==> config.mk <==
export PLATFORM = sky130hd
export DESIGN_NAME = morse_code_codec_top
export DESIGN_NICKNAME = d
export VERILOG_FILES = /design/src/sv/mcc_pkg.sv /design/src/sv/mcc_front.sv /design/src/sv/mcc_queue.sv /design/src/sv/mcc_back.sv /design/src/sv/morse_code_codec_top.sv
export SDC_FILE = /design/constraint.sdc
export NUM_CORES = 1
export LEC_CHECK = 0
export BUFFER_PORTS_ARGS = -buffer_cell sky130_fd_sc_hd__buf_2
export CORE_AREA = 2 2 111 113
export DETAILED_ROUTE_END_ITERATION = 7
export DIE_AREA = 0 0 113 115
export PLACE_DENSITY = 0.82
export SYNTH_ARGS = -nofsm -noshare
export SYNTH_HDL_FRONTEND = slang
export SYNTH_SLANG_ARGS = --single-unit
==> constraint.sdc <==
create_clock -name clk -period 10.8 [get_ports clk]
set_clock_uncertainty 0.05 [all_clocks]
set_input_delay 2.16 -clock clk [delete_from_list [all_inputs] [get_ports clk]]
set_output_delay 2.16 -clock clk [all_outputs]
set_load 0.01 [all_outputs]
==> src/sv/mcc_pkg.sv <==
// ----------------------------------------------------------------------------
// mcc_pkg
// Shared types, character codes and code tables of the Morse codec.
// ----------------------------------------------------------------------------
`default_nettype none

package mcc_pkg;

  typedef struct packed {
    logic [7:0] symbol_byte;
    logic       end_of_message;
  } in_item_t;

  typedef struct packed {
    logic [7:0] out_byte;
    logic       run_last;
  } out_item_t;

  // key of one code: symbol count, then symbols with the first one highest
  typedef struct packed {
    logic [2:0] len;
    logic [5:0] bits;
  } code_t;

  // work handed from the front end to the back end
  typedef struct packed {
    logic       is_code;
    logic [7:0] ch;
    code_t      code;
    logic [7:0] sep;
  } job_t;

  typedef struct packed {
    logic       hit;
    code_t      code;
  } enc_t;

  typedef struct packed {
    logic       hit;
    logic [7:0] ch;
  } dec_t;

  localparam logic       REG_DIRECTION = 1'b0;
  localparam logic       REG_SEPARATOR = 1'b1;

  localparam logic       DIR_DECODE    = 1'b0;
  localparam logic       DIR_ENCODE    = 1'b1;

  localparam logic [7:0] SEP_RESET     = 8'h20;
  localparam logic [7:0] CH_DOT        = 8'h2E;
  localparam logic [7:0] CH_DASH       = 8'h2D;
  localparam logic [7:0] CH_OPEN       = 8'h28;
  localparam logic [7:0] CH_CLOSE      = 8'h29;

  localparam logic [2:0] LEN_MAX       = 3'd6;
  localparam logic [2:0] LEN_BAD       = 3'd7;
  localparam code_t      PAREN_CODE    = '{len: 3'd6, bits: 6'b101101};

  function automatic enc_t encode_char(input logic [7:0] ch);
    enc_t r;
    r.hit = 1'b1;
    case (ch)
      "a":     r.code = '{3'd2, 6'b000001};
      "b":     r.code = '{3'd4, 6'b001000};
      "c":     r.code = '{3'd4, 6'b001010};
      "d":     r.code = '{3'd3, 6'b000100};
      "e":     r.code = '{3'd1, 6'b000000};
      "f":     r.code = '{3'd4, 6'b000010};
      "g":     r.code = '{3'd3, 6'b000110};
      "h":     r.code = '{3'd4, 6'b000000};
      "i":     r.code = '{3'd2, 6'b000000};
      "j":     r.code = '{3'd4, 6'b000111};
      "k":     r.code = '{3'd3, 6'b000101};
      "l":     r.code = '{3'd4, 6'b000100};
      "m":     r.code = '{3'd2, 6'b000011};
      "n":     r.code = '{3'd2, 6'b000010};
      "o":     r.code = '{3'd3, 6'b000111};
      "p":     r.code = '{3'd4, 6'b000110};
      "q":     r.code = '{3'd4, 6'b001101};
      "r":     r.code = '{3'd3, 6'b000010};
      "s":     r.code = '{3'd3, 6'b000000};
      "t":     r.code = '{3'd1, 6'b000001};
      "u":     r.code = '{3'd3, 6'b000001};
      "v":     r.code = '{3'd4, 6'b000001};
      "w":     r.code = '{3'd3, 6'b000011};
      "x":     r.code = '{3'd4, 6'b001001};
      "y":     r.code = '{3'd4, 6'b001011};
      "z":     r.code = '{3'd4, 6'b001100};
      "1":     r.code = '{3'd5, 6'b001111};
      "2":     r.code = '{3'd5, 6'b000111};
      "3":     r.code = '{3'd5, 6'b000011};
      "4":     r.code = '{3'd5, 6'b000001};
      "5":     r.code = '{3'd5, 6'b000000};
      "6":     r.code = '{3'd5, 6'b010000};
      "7":     r.code = '{3'd5, 6'b011000};
      "8":     r.code = '{3'd5, 6'b011100};
      "9":     r.code = '{3'd5, 6'b011110};
      "0":     r.code = '{3'd5, 6'b011111};
      "?":     r.code = '{3'd6, 6'b001100};
      "/":     r.code = '{3'd5, 6'b010010};
      "-":     r.code = '{3'd6, 6'b100001};
      ".":     r.code = '{3'd6, 6'b010101};
      "(":     r.code = PAREN_CODE;
      ")":     r.code = PAREN_CODE;
      default: begin
        r.hit  = 1'b0;
        r.code = '{3'd0, 6'b000000};
      end
    endcase
    return r;
  endfunction

  function automatic dec_t decode_code(input code_t code);
    dec_t r;
    r.hit = 1'b1;
    case ({code.len, code.bits})
      {3'd2, 6'b000001}: r.ch = "a";
      {3'd4, 6'b001000}: r.ch = "b";
      {3'd4, 6'b001010}: r.ch = "c";
      {3'd3, 6'b000100}: r.ch = "d";
      {3'd1, 6'b000000}: r.ch = "e";
      {3'd4, 6'b000010}: r.ch = "f";
      {3'd3, 6'b000110}: r.ch = "g";
      {3'd4, 6'b000000}: r.ch = "h";
      {3'd2, 6'b000000}: r.ch = "i";
      {3'd4, 6'b000111}: r.ch = "j";
      {3'd3, 6'b000101}: r.ch = "k";
      {3'd4, 6'b000100}: r.ch = "l";
      {3'd2, 6'b000011}: r.ch = "m";
      {3'd2, 6'b000010}: r.ch = "n";
      {3'd3, 6'b000111}: r.ch = "o";
      {3'd4, 6'b000110}: r.ch = "p";
      {3'd4, 6'b001101}: r.ch = "q";
      {3'd3, 6'b000010}: r.ch = "r";
      {3'd3, 6'b000000}: r.ch = "s";
      {3'd1, 6'b000001}: r.ch = "t";
      {3'd3, 6'b000001}: r.ch = "u";
      {3'd4, 6'b000001}: r.ch = "v";
      {3'd3, 6'b000011}: r.ch = "w";
      {3'd4, 6'b001001}: r.ch = "x";
      {3'd4, 6'b001011}: r.ch = "y";
      {3'd4, 6'b001100}: r.ch = "z";
      {3'd5, 6'b001111}: r.ch = "1";
      {3'd5, 6'b000111}: r.ch = "2";
      {3'd5, 6'b000011}: r.ch = "3";
      {3'd5, 6'b000001}: r.ch = "4";
      {3'd5, 6'b000000}: r.ch = "5";
      {3'd5, 6'b010000}: r.ch = "6";
      {3'd5, 6'b011000}: r.ch = "7";
      {3'd5, 6'b011100}: r.ch = "8";
      {3'd5, 6'b011110}: r.ch = "9";
      {3'd5, 6'b011111}: r.ch = "0";
      {3'd6, 6'b001100}: r.ch = "?";
      {3'd5, 6'b010010}: r.ch = "/";
      {3'd6, 6'b100001}: r.ch = "-";
      {3'd6, 6'b010101}: r.ch = ".";
      default: begin
        r.hit = 1'b0;
        r.ch  = 8'h00;
      end
    endcase
    return r;
  endfunction

endpackage

`default_nettype wire

==> src/sv/mcc_front.sv <==
// ----------------------------------------------------------------------------
// mcc_front
// Accepts requests, holds the configuration and the decode token state, and
// turns each request into at most one job for the back end.
// ----------------------------------------------------------------------------
`default_nettype none

module mcc_front (
  input  wire logic             clk,
  input  wire logic             rst,
  input  wire logic             cfg_we,
  input  wire logic             cfg_index,
  input  wire logic [7:0]       cfg_wdata,
  input  wire logic             in_valid,
  output logic                  in_ready,
  input  wire mcc_pkg::in_item_t in_data,
  output logic                  job_valid,
  input  wire logic             job_ready,
  output mcc_pkg::job_t         job_data
);

  logic          direction;
  logic [7:0]    separator;
  mcc_pkg::code_t token;
  mcc_pkg::code_t token_next;
  logic          paren_open;
  logic          paren_open_next;

  logic          is_sep;
  logic          is_sym;
  logic          do_flush;
  logic          is_paren;
  logic          accept;
  mcc_pkg::code_t upd;
  mcc_pkg::code_t flush_code;
  mcc_pkg::dec_t  dec;
  mcc_pkg::enc_t  enc;
  logic          has_job;

  assign in_ready = job_ready;
  assign accept   = in_valid && in_ready;

  always_comb begin
    is_sep = (in_data.symbol_byte == separator);
    is_sym = (in_data.symbol_byte == mcc_pkg::CH_DOT) ||
             (in_data.symbol_byte == mcc_pkg::CH_DASH);

    // token after this byte, before any flush
    upd = token;
    if (is_sym && (token.len < mcc_pkg::LEN_MAX)) begin
      upd.len  = token.len + 3'd1;
      upd.bits = {token.bits[4:0], (in_data.symbol_byte == mcc_pkg::CH_DASH)};
    end else begin
      upd.len = mcc_pkg::LEN_BAD;
    end

    do_flush   = is_sep || in_data.end_of_message;
    flush_code = is_sep ? token : upd;
    is_paren   = (flush_code == mcc_pkg::PAREN_CODE);
    dec        = mcc_pkg::decode_code(flush_code);
    enc        = mcc_pkg::encode_char(in_data.symbol_byte);

    token_next      = do_flush ? '0 : upd;
    paren_open_next = paren_open ^ (do_flush && is_paren);

    job_data.sep  = separator;
    job_data.code = enc.code;
    if (direction == mcc_pkg::DIR_ENCODE) begin
      has_job          = enc.hit;
      job_data.is_code = 1'b1;
      job_data.ch      = in_data.symbol_byte;
    end else begin
      has_job          = do_flush && (is_paren || dec.hit);
      job_data.is_code = 1'b0;
      job_data.ch      = is_paren ? (paren_open ? mcc_pkg::CH_CLOSE : mcc_pkg::CH_OPEN)
                                  : dec.ch;
    end
  end

  assign job_valid = in_valid && has_job;

  always_ff @(posedge clk) begin
    if (rst) begin
      direction  <= mcc_pkg::DIR_DECODE;
      separator  <= mcc_pkg::SEP_RESET;
      token      <= '{3'd0, 6'd0};
      paren_open <= 1'b0;
    end else begin
      if (cfg_we) begin
        case (cfg_index)
          mcc_pkg::REG_DIRECTION: direction <= cfg_wdata[0];
          mcc_pkg::REG_SEPARATOR: separator <= cfg_wdata;
          default:                separator <= separator;
        endcase
      end
      if (accept && (direction == mcc_pkg::DIR_DECODE)) begin
        token      <= token_next;
        paren_open <= paren_open_next;
      end
    end
  end

endmodule

`default_nettype wire

==> src/sv/mcc_queue.sv <==
// ----------------------------------------------------------------------------
// mcc_queue
// Two-entry job queue between the front end and the back end.
// ----------------------------------------------------------------------------
`default_nettype none

module mcc_queue (
  input  wire logic          clk,
  input  wire logic          rst,
  input  wire logic          push_valid,
  output logic               push_ready,
  input  wire mcc_pkg::job_t push_data,
  output logic               pop_valid,
  input  wire logic          pop_ready,
  output mcc_pkg::job_t      pop_data
);

  mcc_pkg::job_t slots [2];
  logic          wr_ptr;
  logic          rd_ptr;
  logic [1:0]    count;
  logic          do_push;
  logic          do_pop;

  assign push_ready = (count != 2'd2);
  assign pop_valid  = (count != 2'd0);
  assign pop_data   = slots[rd_ptr];
  assign do_push    = push_valid && push_ready;
  assign do_pop     = pop_valid && pop_ready;

  always_ff @(posedge clk) begin
    if (do_push) begin
      slots[wr_ptr] <= push_data;
    end
  end

  always_ff @(posedge clk) begin
    if (rst) begin
      wr_ptr <= 1'b0;
      rd_ptr <= 1'b0;
      count  <= 2'd0;
    end else begin
      if (do_push) begin
        wr_ptr <= ~wr_ptr;
      end
      if (do_pop) begin
        rd_ptr <= ~rd_ptr;
      end
      case ({do_push, do_pop})
        2'b10:   count <= count + 2'd1;
        2'b01:   count <= count - 2'd1;
        default: count <= count;
      endcase
    end
  end

endmodule

`default_nettype wire

==> src/sv/mcc_back.sv <==
// ----------------------------------------------------------------------------
// mcc_back
// Expands jobs into result bytes into a registered output, one a cycle unless the output stalls.
// ----------------------------------------------------------------------------
`default_nettype none

module mcc_back (
  input  wire logic          clk,
  input  wire logic          rst,
  input  wire logic          job_valid,
  output logic               job_ready,
  input  wire mcc_pkg::job_t job_data,
  output logic               out_valid,
  input  wire logic          out_ready,
  output mcc_pkg::out_item_t out_data
);

  logic               busy;
  mcc_pkg::job_t      job;
  logic [2:0]         idx;
  logic               slot_free;
  logic               finishing;
  logic [2:0]         pos;
  mcc_pkg::out_item_t cur;

  always_comb begin
    pos = job.code.len - 3'd1 - idx;
    if (!job.is_code) begin
      cur.out_byte = job.ch;
      cur.run_last = 1'b1;
    end else if (idx == job.code.len) begin
      cur.out_byte = job.sep;
      cur.run_last = 1'b1;
    end else begin
      cur.out_byte = job.code.bits[pos] ? mcc_pkg::CH_DASH : mcc_pkg::CH_DOT;
      cur.run_last = 1'b0;
    end
  end

  assign slot_free = !out_valid || out_ready;
  assign finishing = busy && slot_free && cur.run_last;
  assign job_ready = !busy || finishing;

  always_ff @(posedge clk) begin
    if (slot_free) begin
      out_data <= cur;
    end
    if (job_valid && job_ready) begin
      job <= job_data;
    end
  end

  always_ff @(posedge clk) begin
    if (rst) begin
      busy      <= 1'b0;
      idx       <= 3'd0;
      out_valid <= 1'b0;
    end else begin
      if (slot_free) begin
        out_valid <= busy;
      end
      if (job_valid && job_ready) begin
        busy <= 1'b1;
        idx  <= 3'd0;
      end else if (busy && slot_free) begin
        if (cur.run_last) begin
          busy <= 1'b0;
        end else begin
          idx <= idx + 3'd1;
        end
      end
    end
  end

endmodule

`default_nettype wire

==> src/sv/morse_code_codec_top.sv <==
// ----------------------------------------------------------------------------
// morse_code_codec_top
// Morse codec over a byte stream: decodes dots and dashes into characters or
// encodes characters into dots, dashes and a separator.
//
//   channel  handshake             payload
//   in       in_valid / in_ready   in_data   (symbol_byte, end_of_message)
//   out      out_valid / out_ready out_data  (out_byte, run_last)
//   cfg      cfg_we                cfg_index, cfg_wdata
//
// a request is taken when the job queue has room; the back end emits one byte
// a cycle while the output is not stalled. a decode request yields at most one
// byte and an encode request up to seven (code symbols plus separator).
// a two-entry job queue and the output register let either side stall alone.
// synchronous reset clears direction to decode, separator to space, the token
// and the parenthesis state; no clearing pass.
// ----------------------------------------------------------------------------
`default_nettype none

module morse_code_codec_top (
  input  wire logic               clk,
  input  wire logic               rst,
  input  wire logic               cfg_we,
  input  wire logic               cfg_index,
  input  wire logic [7:0]         cfg_wdata,
  input  wire logic               in_valid,
  output logic                    in_ready,
  input  wire mcc_pkg::in_item_t  in_data,
  output logic                    out_valid,
  input  wire logic               out_ready,
  output mcc_pkg::out_item_t      out_data
);

  logic          fq_valid;
  logic          fq_ready;
  mcc_pkg::job_t fq_data;
  logic          qb_valid;
  logic          qb_ready;
  mcc_pkg::job_t qb_data;

  mcc_front u_front (
    .clk       (clk),
    .rst       (rst),
    .cfg_we    (cfg_we),
    .cfg_index (cfg_index),
    .cfg_wdata (cfg_wdata),
    .in_valid  (in_valid),
    .in_ready  (in_ready),
    .in_data   (in_data),
    .job_valid (fq_valid),
    .job_ready (fq_ready),
    .job_data  (fq_data)
  );

  mcc_queue u_queue (
    .clk        (clk),
    .rst        (rst),
    .push_valid (fq_valid),
    .push_ready (fq_ready),
    .push_data  (fq_data),
    .pop_valid  (qb_valid),
    .pop_ready  (qb_ready),
    .pop_data   (qb_data)
  );

  mcc_back u_back (
    .clk       (clk),
    .rst       (rst),
    .job_valid (qb_valid),
    .job_ready (qb_ready),
    .job_data  (qb_data),
    .out_valid (out_valid),
    .out_ready (out_ready),
    .out_data  (out_data)
  );

endmodule

`default_nettype wire
Word level (Yosys, flattened, before mapping). Memories as Yosys holds them, arrays and structs flattened. A register that Yosys moved wholly into a read port is not among the register bits. Index checks and enable logic that the tools add are counted.

Memories kept: 1. Bits in registers: 37. Memory bits (writable): 52. Output and inout bits: 11.

Memory list: u_queue.slots (words 2, width 26, read ports 1, clocked after memory_dff 1, wr ports 1, line mcc_queue.sv:18) `mcc_pkg::job_t slots [2];`.

Reduce and logical (&&, ||, !) cells: 29. Mux-type cells: 23. Add/sub/neg operators: 6. Equal/unequal tests: 88. Order comparisons: 2. Bitwise logic cells: 6.

Operators by type and width (number): one-hot mux 9 bit (41 select lines) (1); one-hot mux 7 bit (40 select lines) (1); == test 9 bit (second input constant) (27); == test 8 x 7 -> 1 bit (second input constant) (26); == test 8 x 6 -> 1 bit (second input constant) (16); == test 9 x 8 -> 1 bit (second input constant) (12); 2-to-1 mux 9 bit (5); OR reduction 42 bit (1); OR reduction 40 bit (1); == test 9 x 7 -> 1 bit (second input constant) (2); logical AND 1 bit (10); 2-to-1 mux 1 bit (10); == test 8 bit (1); 2-to-1 mux 8 bit (1); AND reduction 2 bit (4); nonzero test 2 bit (4); adder 3 x 1 -> 3 bit (second input constant) (2); 2-to-1 mux 6 bit (1); logical OR 1 bit (5); NOT 1 bit (5); < comparator 3 x 4 -> 1 bit (second input constant) (1); one-hot mux 2 bit (2 select lines) (1); OR reduction 2 bit (2); binary-select mux 1 bit (select 3 bit) (1); other kinds (13) (14).

Longest topological paths before layout.
Depth after elaboration: 15. Depth in mapped cells: 16. Depth with buffers taken out: 13.

By module. From an unflattened synthesis, not the netlist that was laid out.

Cell total of the unflattened synthesis: 652. Area total of the unflattened synthesis: 6726.5 um^2.

Modules (own cells, without submodules): mcc_front (times used 1, cells an instance 457, area an instance 3098.0 um^2, sequential area each 380.4 um^2); mcc_queue (times used 1, cells an instance 105, area an instance 2092.0 um^2, sequential area each 1661.6 um^2); mcc_back (times used 1, cells an instance 90, area an instance 1536.5 um^2, sequential area each 1151.1 um^2).

Least setup slack after synthesis. No wires, ideal clock.

Path type: in2reg. From: input port in_data[5] (netlist bit). To: memory u_queue.slots[0][0] (netlist bit), enable pin. Data arrival time: 6.104 ns. Stages on the path: 12. Path slack: 4.237 ns. Setup time: 0.409 ns. Path through: buf_2 or4b_4 buf_6 or4_4 buf_6 a21oi_4 mux2i_2 o2111a_1 o21bai_1 nand4bb_1 o31ai_1 nor2_1.

Longest elaborated chain between the ends: 15. Elaborated cells between the ends (all ways): 101. Those cells by class: 84 x eq/ne; 8 x mux; 9 x reduce/logical.

Ends and longest elaborated chain: start: declaration (line morse_code_codec_top.sv:28) `input wire mcc_pkg::in_item_t in_data,`; == test 8 x 6 -> 1 bit, on equally long branches; logical OR 1 bit (line mcc_front.sv:45) `is_sym = (in_data.symbol_byte == mcc_pkg::CH_DOT) ||`; logical AND 1 bit (line mcc_front.sv:50) `if (is_sym && (token.len < mcc_pkg::LEN_MAX)) begin`; 2-to-1 mux 6 bit / 2-to-1 mux 3 bit (equally long branches) (line mcc_front.sv:50); 2-to-1 mux 9 bit (line mcc_front.sv:58) `flush_code = is_sep ? token : upd;`; == test 9 x 8 -> 1 bit (tied with other cells) (line mcc_pkg.sv:116) `case ({code.len, code.bits})`; OR reduction 40 bit (no line); 2-to-1 mux 1 bit (line mcc_pkg.sv:116); logical OR 1 bit (line mcc_front.sv:73) `has_job = do_flush && (is_paren || dec.hit);`; logical AND 1 bit (line mcc_front.sv:73); 2-to-1 mux 1 bit * (line mcc_front.sv:68) `if (direction == mcc_pkg::DIR_ENCODE) begin`; logical AND 1 bit * (line mcc_front.sv:80) `assign job_valid = in_valid && has_job;`; logical AND 1 bit * (line mcc_queue.sv:28) `assign do_push = push_valid && push_ready;`; 2-to-1 mux 1 bit * (line mcc_queue.sv:32) `if (do_push) begin`; 2-to-1 mux 1 bit (not written as such) * (line mcc_queue.sv:33) `slots[wr_ptr] <= push_data;`; end: declaration (line mcc_queue.sv:18).

Every way passes the cells marked *; elsewhere a longest branch is shown, timed or not.

Worst setup path after layout.
From: input port in_data[2] (netlist bit). To: memory u_queue.slots[1][2] (netlist bit), enable pin.

The elaborated chain is that of the path after synthesis.

==> impl_table.tex <==
\begin{tabular}{lr}
\hline
Metric & Value \\
\hline
\multicolumn{2}{l}{\textbf{Worst setup path}} \\
\quad Worst endpoint required time & 10.77 ns \\
\quad Biggest fanout along the worst timing path & 42 \\
\quad Worst reg2reg startpoint & u\_front.separator[4] \\
\quad Type of the worst setup path & primary input to flop \\
\quad Endpoint type of the worst setup path & flop \\
\quad First element of the critical path & in\_data[2] \\
\quad Critical Path Start Type & primary input \\
\quad Critical path data arrival time & 7.03 ns \\
\multicolumn{2}{l}{\textbf{Clock tree}} \\
\quad Clock buffer depth & 2 \\
\quad CTS tree & built \\
\quad Quantity of gates resized following cts & 0 \\
\quad CTS Sinks & 115 \\
\quad Insertion delay to the later sink of the worst-skew pair & 0.42 ns \\
\quad CTS Buf Count & 17 \\
\quad CTS H-tree lvls & 4 \\
\quad Reg clk slew, reported paths & 0.06 ns \\
\quad Cell at the root of the clock tree & sky130\_fd\_sc\_hd\_\_clkbuf\_16 \\
\quad Post-CTS setup repair buffer count & 0 \\
\quad Number of hold-repair buffers added at the cts stage & 0 \\
\multicolumn{2}{l}{\textbf{Pwr}} \\
\quad Total power after layout & 1.44 mW \\
\quad PwrDens & 186 mW/mm² \\
\quad VDD IR max & 0.0892 mV \\
\quad Static leakage & 2.64 nW \\
\multicolumn{2}{l}{\textbf{STA}} \\
\quad Tightest hold margin & 0.469 ns \\
\quad Highest clock rate & 142 MHz \\
\quad Period minus WS final & 7.06 ns \\
\quad Number of pins with negative max-slew slack in the final report & 0 \\
\quad Number of hold violations in the final report & 0 \\
\quad Slew HR & 16.0\% \\
\quad Number of endpoints failing setup at the final stage & 0 \\
\quad Final sum of negative setup slack & 0 ns \\
\quad Share of the clock period used by the worst path & 65.4\% \\
\quad Least-Margin Pin Slew & 1.26 ns \\
\quad Worst Setup Slack, final & 3.74 ns \\
\quad RSZ-0062 raised after global routing & no \\
\multicolumn{2}{l}{\textbf{Floorplanning}} \\
\quad Count of pins on the block boundary & 34 \\
\quad Floorplan Core Area & 0.0118 mm² \\
\quad Die Area & 0.0130 mm² \\
\quad DIE WIDTH & 113 µm \\
\quad Number of cell rows & 40 \\
\quad Starting utilization of the core area & 58.7\% \\
\quad Die H & 115 µm \\
\multicolumn{2}{l}{\textbf{Global routing}} \\
\quad Total routing resource utilization after global routing & 32.7\% \\
\quad Number of antenna violations at the first check in global routing & 0 \\
\quad First-pass GRT wire length & 32300 µm \\
\quad Gr ovfl total & 0 \\
\quad Largest net degree at the start of global routing & 43 \\
\quad Vias in the first global route & 5741 \\
\multicolumn{2}{l}{\textbf{Yosys}} \\
\quad Synth Warn \# & 0 \\
\quad Asr flop ratio synth & 0\% \\
\quad Share of the synthesized area in compound gates (AO/OA/AOI/OAI) & 21.1\% \\
\quad Number of distinct library cells after synthesis & 82 \\
\quad Post-Synth Adder-Cell Area & 1.19\% \\
\quad Fraction of synthesized cell area in xor and xnor cells & 2.27\% \\
\quad Ys flop type & sky130\_fd\_sc\_hd\_\_edfxtp\_1 \\
\quad Mapped Avg Cell Area & 9.63 µm² \\
\quad Basic-gate share of the synthesized area counting and, or, nand and nor cells & 19.0\% \\
\quad Total of flip-flops plus latches after synthesis & 115 \\
\quad Multiplexer area fraction after synthesis & 6.23\% \\
\quad Synth area leader & sky130\_fd\_sc\_hd\_\_edfxtp\_1 \\
\quad Synth top area cells & sky130\_fd\_sc\_hd\_\_edfxtp\_1 38\%, sky130\_fd\_sc\_hd\_\_dfxtp\_1 8.1\%, sky130\_fd\_sc\_hd\_\_mux2\_2 4.7\% \\
\quad Post-synth EDFFs & 87 \\
\quad Number of instances in the synthesized netlist & 720 \\
\quad Post-synthesis net count & 749 \\
\quad Post-synthesis sequential area ratio & 45.8\% \\
\quad Largest family of logic cells by synthesized area & compound AO/OA/AOI/OAI gates \\
\quad Cell area after synthesis & 0.00693 mm² \\
\quad Synth top area share & 37.7\% \\
\multicolumn{2}{l}{\textbf{Finish}} \\
\quad Share of final-layout standard cells stronger than drive strength 1 & 16.2\% \\
\quad Total area of sequential cells & 0.00317 mm² \\
\quad Filler cell count & 937 \\
\quad Footprint of the multi-input gates & 0.00346 mm² \\
\quad Final core area utilization & 65.6\% \\
\quad Final non-filler cell area & 0.00774 mm² \\
\quad Non-filler instance count after layout & 887 \\
\quad Net count reported at finish & 756 \\
\quad Inserted Diodes & 0 \\
\quad Layout overhead on the synthesized area & 11.7\% \\
\multicolumn{2}{l}{\textbf{Place}} \\
\quad Post-Place Cells & 855 \\
\quad Detailed-placement wirelength estimate & 14500 µm \\
\quad Placement Setup Slack & 3.42 ns \\
\quad GPL Wtd Cong & 1.02 \\
\quad Instance area after placement & 0.00713 mm² \\
\quad Number of port buffers & 33 \\
\multicolumn{2}{l}{\textbf{Detailed routing}} \\
\quad Residual antenna-violating net count after detailed routing & 0 \\
\quad Initial DRC count & 735 \\
\quad DRC violations left & 3 \\
\quad Via total after detailed routing & 6162 \\
\quad Number of vias per cell after detailed routing & 6.95 \\
\quad First-pass detailed-route iteration total & 8 \\
\quad Final routed wire length divided by cell count & 23.3 µm \\
\quad Final wirelength & 20700 µm \\
\multicolumn{2}{l}{\textbf{Outcome}} \\
\quad Failing checks & DRC \\
\quad Outcome & finished, violations left \\
\multicolumn{2}{l}{\textbf{Worst hold path}} \\
\quad Worst hold-check path type & flop to flop \\
\quad Hold Startpoint & u\_front.separator[5] \\
\multicolumn{2}{l}{\textbf{Flow run}} \\
\quad Count of max-cap constraint violations & 0 \\
\hline
\end{tabular}
[state kept, by name, indices dropped and copies added (netlist names)]
signal / flops
u_queue.count: 2
u_front.separator: 8
u_back.out_valid: 1
u_back.busy: 1
u_front.paren_open: 1
u_queue.rd_ptr: 1
u_queue.slots: 52
u_back.out_data: 9
u_back.job: 26
u_queue.wr_ptr: 1
u_front.direction: 1
u_front.token: 9
u_back.idx: 3
[where the power goes]
part	total, mW	internal [mW]	leakage, nW	switching, mW
logic	0.252	0.0985	1.30	0.153
registers	0.600	0.556	1.04	0.0438
clock network	0.588	0.387	0.295	0.201
total	1.44	1.04	2.64	0.398
[area by class of cell]
cell class	count	area share [%]
clock buffers	20	5.64
clock inverters	12	2.33
inverters	22	1.07
multi-input cells	530	44.7
flip-flops and latches	115	41.0
well taps	147	2.38
repair buffers	41	2.91
[cells in the mapped netlist, drive strengths merged, types with 4 or more instances]
cell and number:
nor2 61, mux2i 6, nor3 26, and3 7, xnor2 15, nand3 29
o21ai 32, a211oi 9, nand2b 15, ha 5, nand2 63, a32oi 7
a31oi 7, buf 11, nor2b 6, o22ai 4, inv 21, clkbuf 42
a2111oi 5, a211o 8, or3 5, edfxtp 87, nand4 12, or4 5
nor4 5, a22oi 12, o311ai 6, dfxtp 28, a21oi 53, o2111ai 6
and2 9, mux2 30, o211ai 17, o31ai 7
[per-layer routing]
| metal | vias to the layer above | share of wire, % | track usage, % |
|---|---|---|---|
| met5 | - | 0 | 0 |
| met4 | 0 | 4.4 | 15.7 |
| met3 | 65 | 7.8 | 6.22 |
| met2 | 367 | 47 | 52.5 |
| met1 | 2951 | 41 | 43.0 |
| li1 | 2779 | - | - |
[cells in the final DEF (no fill, tap or decap), types with 5 or more instances in the layout]
| master | synthesis | routed |
|---|---|---|
| sky130_fd_sc_hd__a211o_1 | 8 | 8 |
| sky130_fd_sc_hd__a211oi_1 | 7 | 7 |
| sky130_fd_sc_hd__a21oi_1 | 52 | 51 |
| sky130_fd_sc_hd__a22oi_1 | 12 | 12 |
| sky130_fd_sc_hd__a31oi_1 | 7 | 7 |
| sky130_fd_sc_hd__a32oi_1 | 7 | 7 |
| sky130_fd_sc_hd__and2_1 | 9 | 9 |
| sky130_fd_sc_hd__and3_1 | 7 | 7 |
| sky130_fd_sc_hd__buf_2 | 3 | 33 |
| sky130_fd_sc_hd__buf_4 | 0 | 8 |
| sky130_fd_sc_hd__clkbuf_16 | 0 | 17 |
| sky130_fd_sc_hd__dfxtp_1 | 28 | 28 |
| sky130_fd_sc_hd__edfxtp_1 | 87 | 87 |
| sky130_fd_sc_hd__ha_1 | 5 | 5 |
| sky130_fd_sc_hd__inv_1 | 21 | 21 |
| sky130_fd_sc_hd__mux2_2 | 29 | 29 |
| sky130_fd_sc_hd__nand2_1 | 63 | 63 |
| sky130_fd_sc_hd__nand2b_1 | 15 | 15 |
| sky130_fd_sc_hd__nand3_1 | 29 | 29 |
| sky130_fd_sc_hd__nand4_1 | 12 | 12 |
| sky130_fd_sc_hd__nor2_1 | 61 | 59 |
| sky130_fd_sc_hd__nor2b_1 | 6 | 6 |
| sky130_fd_sc_hd__nor3_1 | 26 | 26 |
| sky130_fd_sc_hd__nor4_1 | 5 | 5 |
| sky130_fd_sc_hd__o2111ai_1 | 6 | 6 |
| sky130_fd_sc_hd__o211ai_1 | 17 | 17 |
| sky130_fd_sc_hd__o21ai_0 | 31 | 31 |
| sky130_fd_sc_hd__o311ai_0 | 5 | 5 |
| sky130_fd_sc_hd__o31ai_1 | 7 | 7 |
| sky130_fd_sc_hd__or3_1 | 5 | 5 |
| sky130_fd_sc_hd__xnor2_1 | 15 | 15 |
[cell families after synthesis]
logic type / count (synthesis)
AND/OR/NAND/NOR: 261
AO/OA/AOI/OAI: 208
flip-flops: 115
buffers and inverters: 75
multiplexers: 37
XOR/XNOR: 18
adder cells (fa/ha/maj): 6
[final timing paths]
check	end	slack, ns	cells after the start
min reg2reg	u_queue.slots[0][5]	0.47	0
min	u_queue.slots[0][5]	0.47	0
max	u_queue.slots[1][2]	3.74	10
max reg2reg	u_queue.slots[1][2]	5.63	9
[critical path, stage by stage]
cell	delay (ns)
sky130_fd_sc_hd__buf_2	0.55
sky130_fd_sc_hd__xnor2_1	0.22
sky130_fd_sc_hd__and4_1	0.68
sky130_fd_sc_hd__nand2_1	0.41
sky130_fd_sc_hd__o311ai_1	1.01
sky130_fd_sc_hd__o2111a_1	0.38
sky130_fd_sc_hd__o21bai_1	0.18
sky130_fd_sc_hd__nand4bb_1	0.23
sky130_fd_sc_hd__o31ai_1	0.17
sky130_fd_sc_hd__nor2_2	1.00
Note: power is estimated with default switching activity, not from simulation.
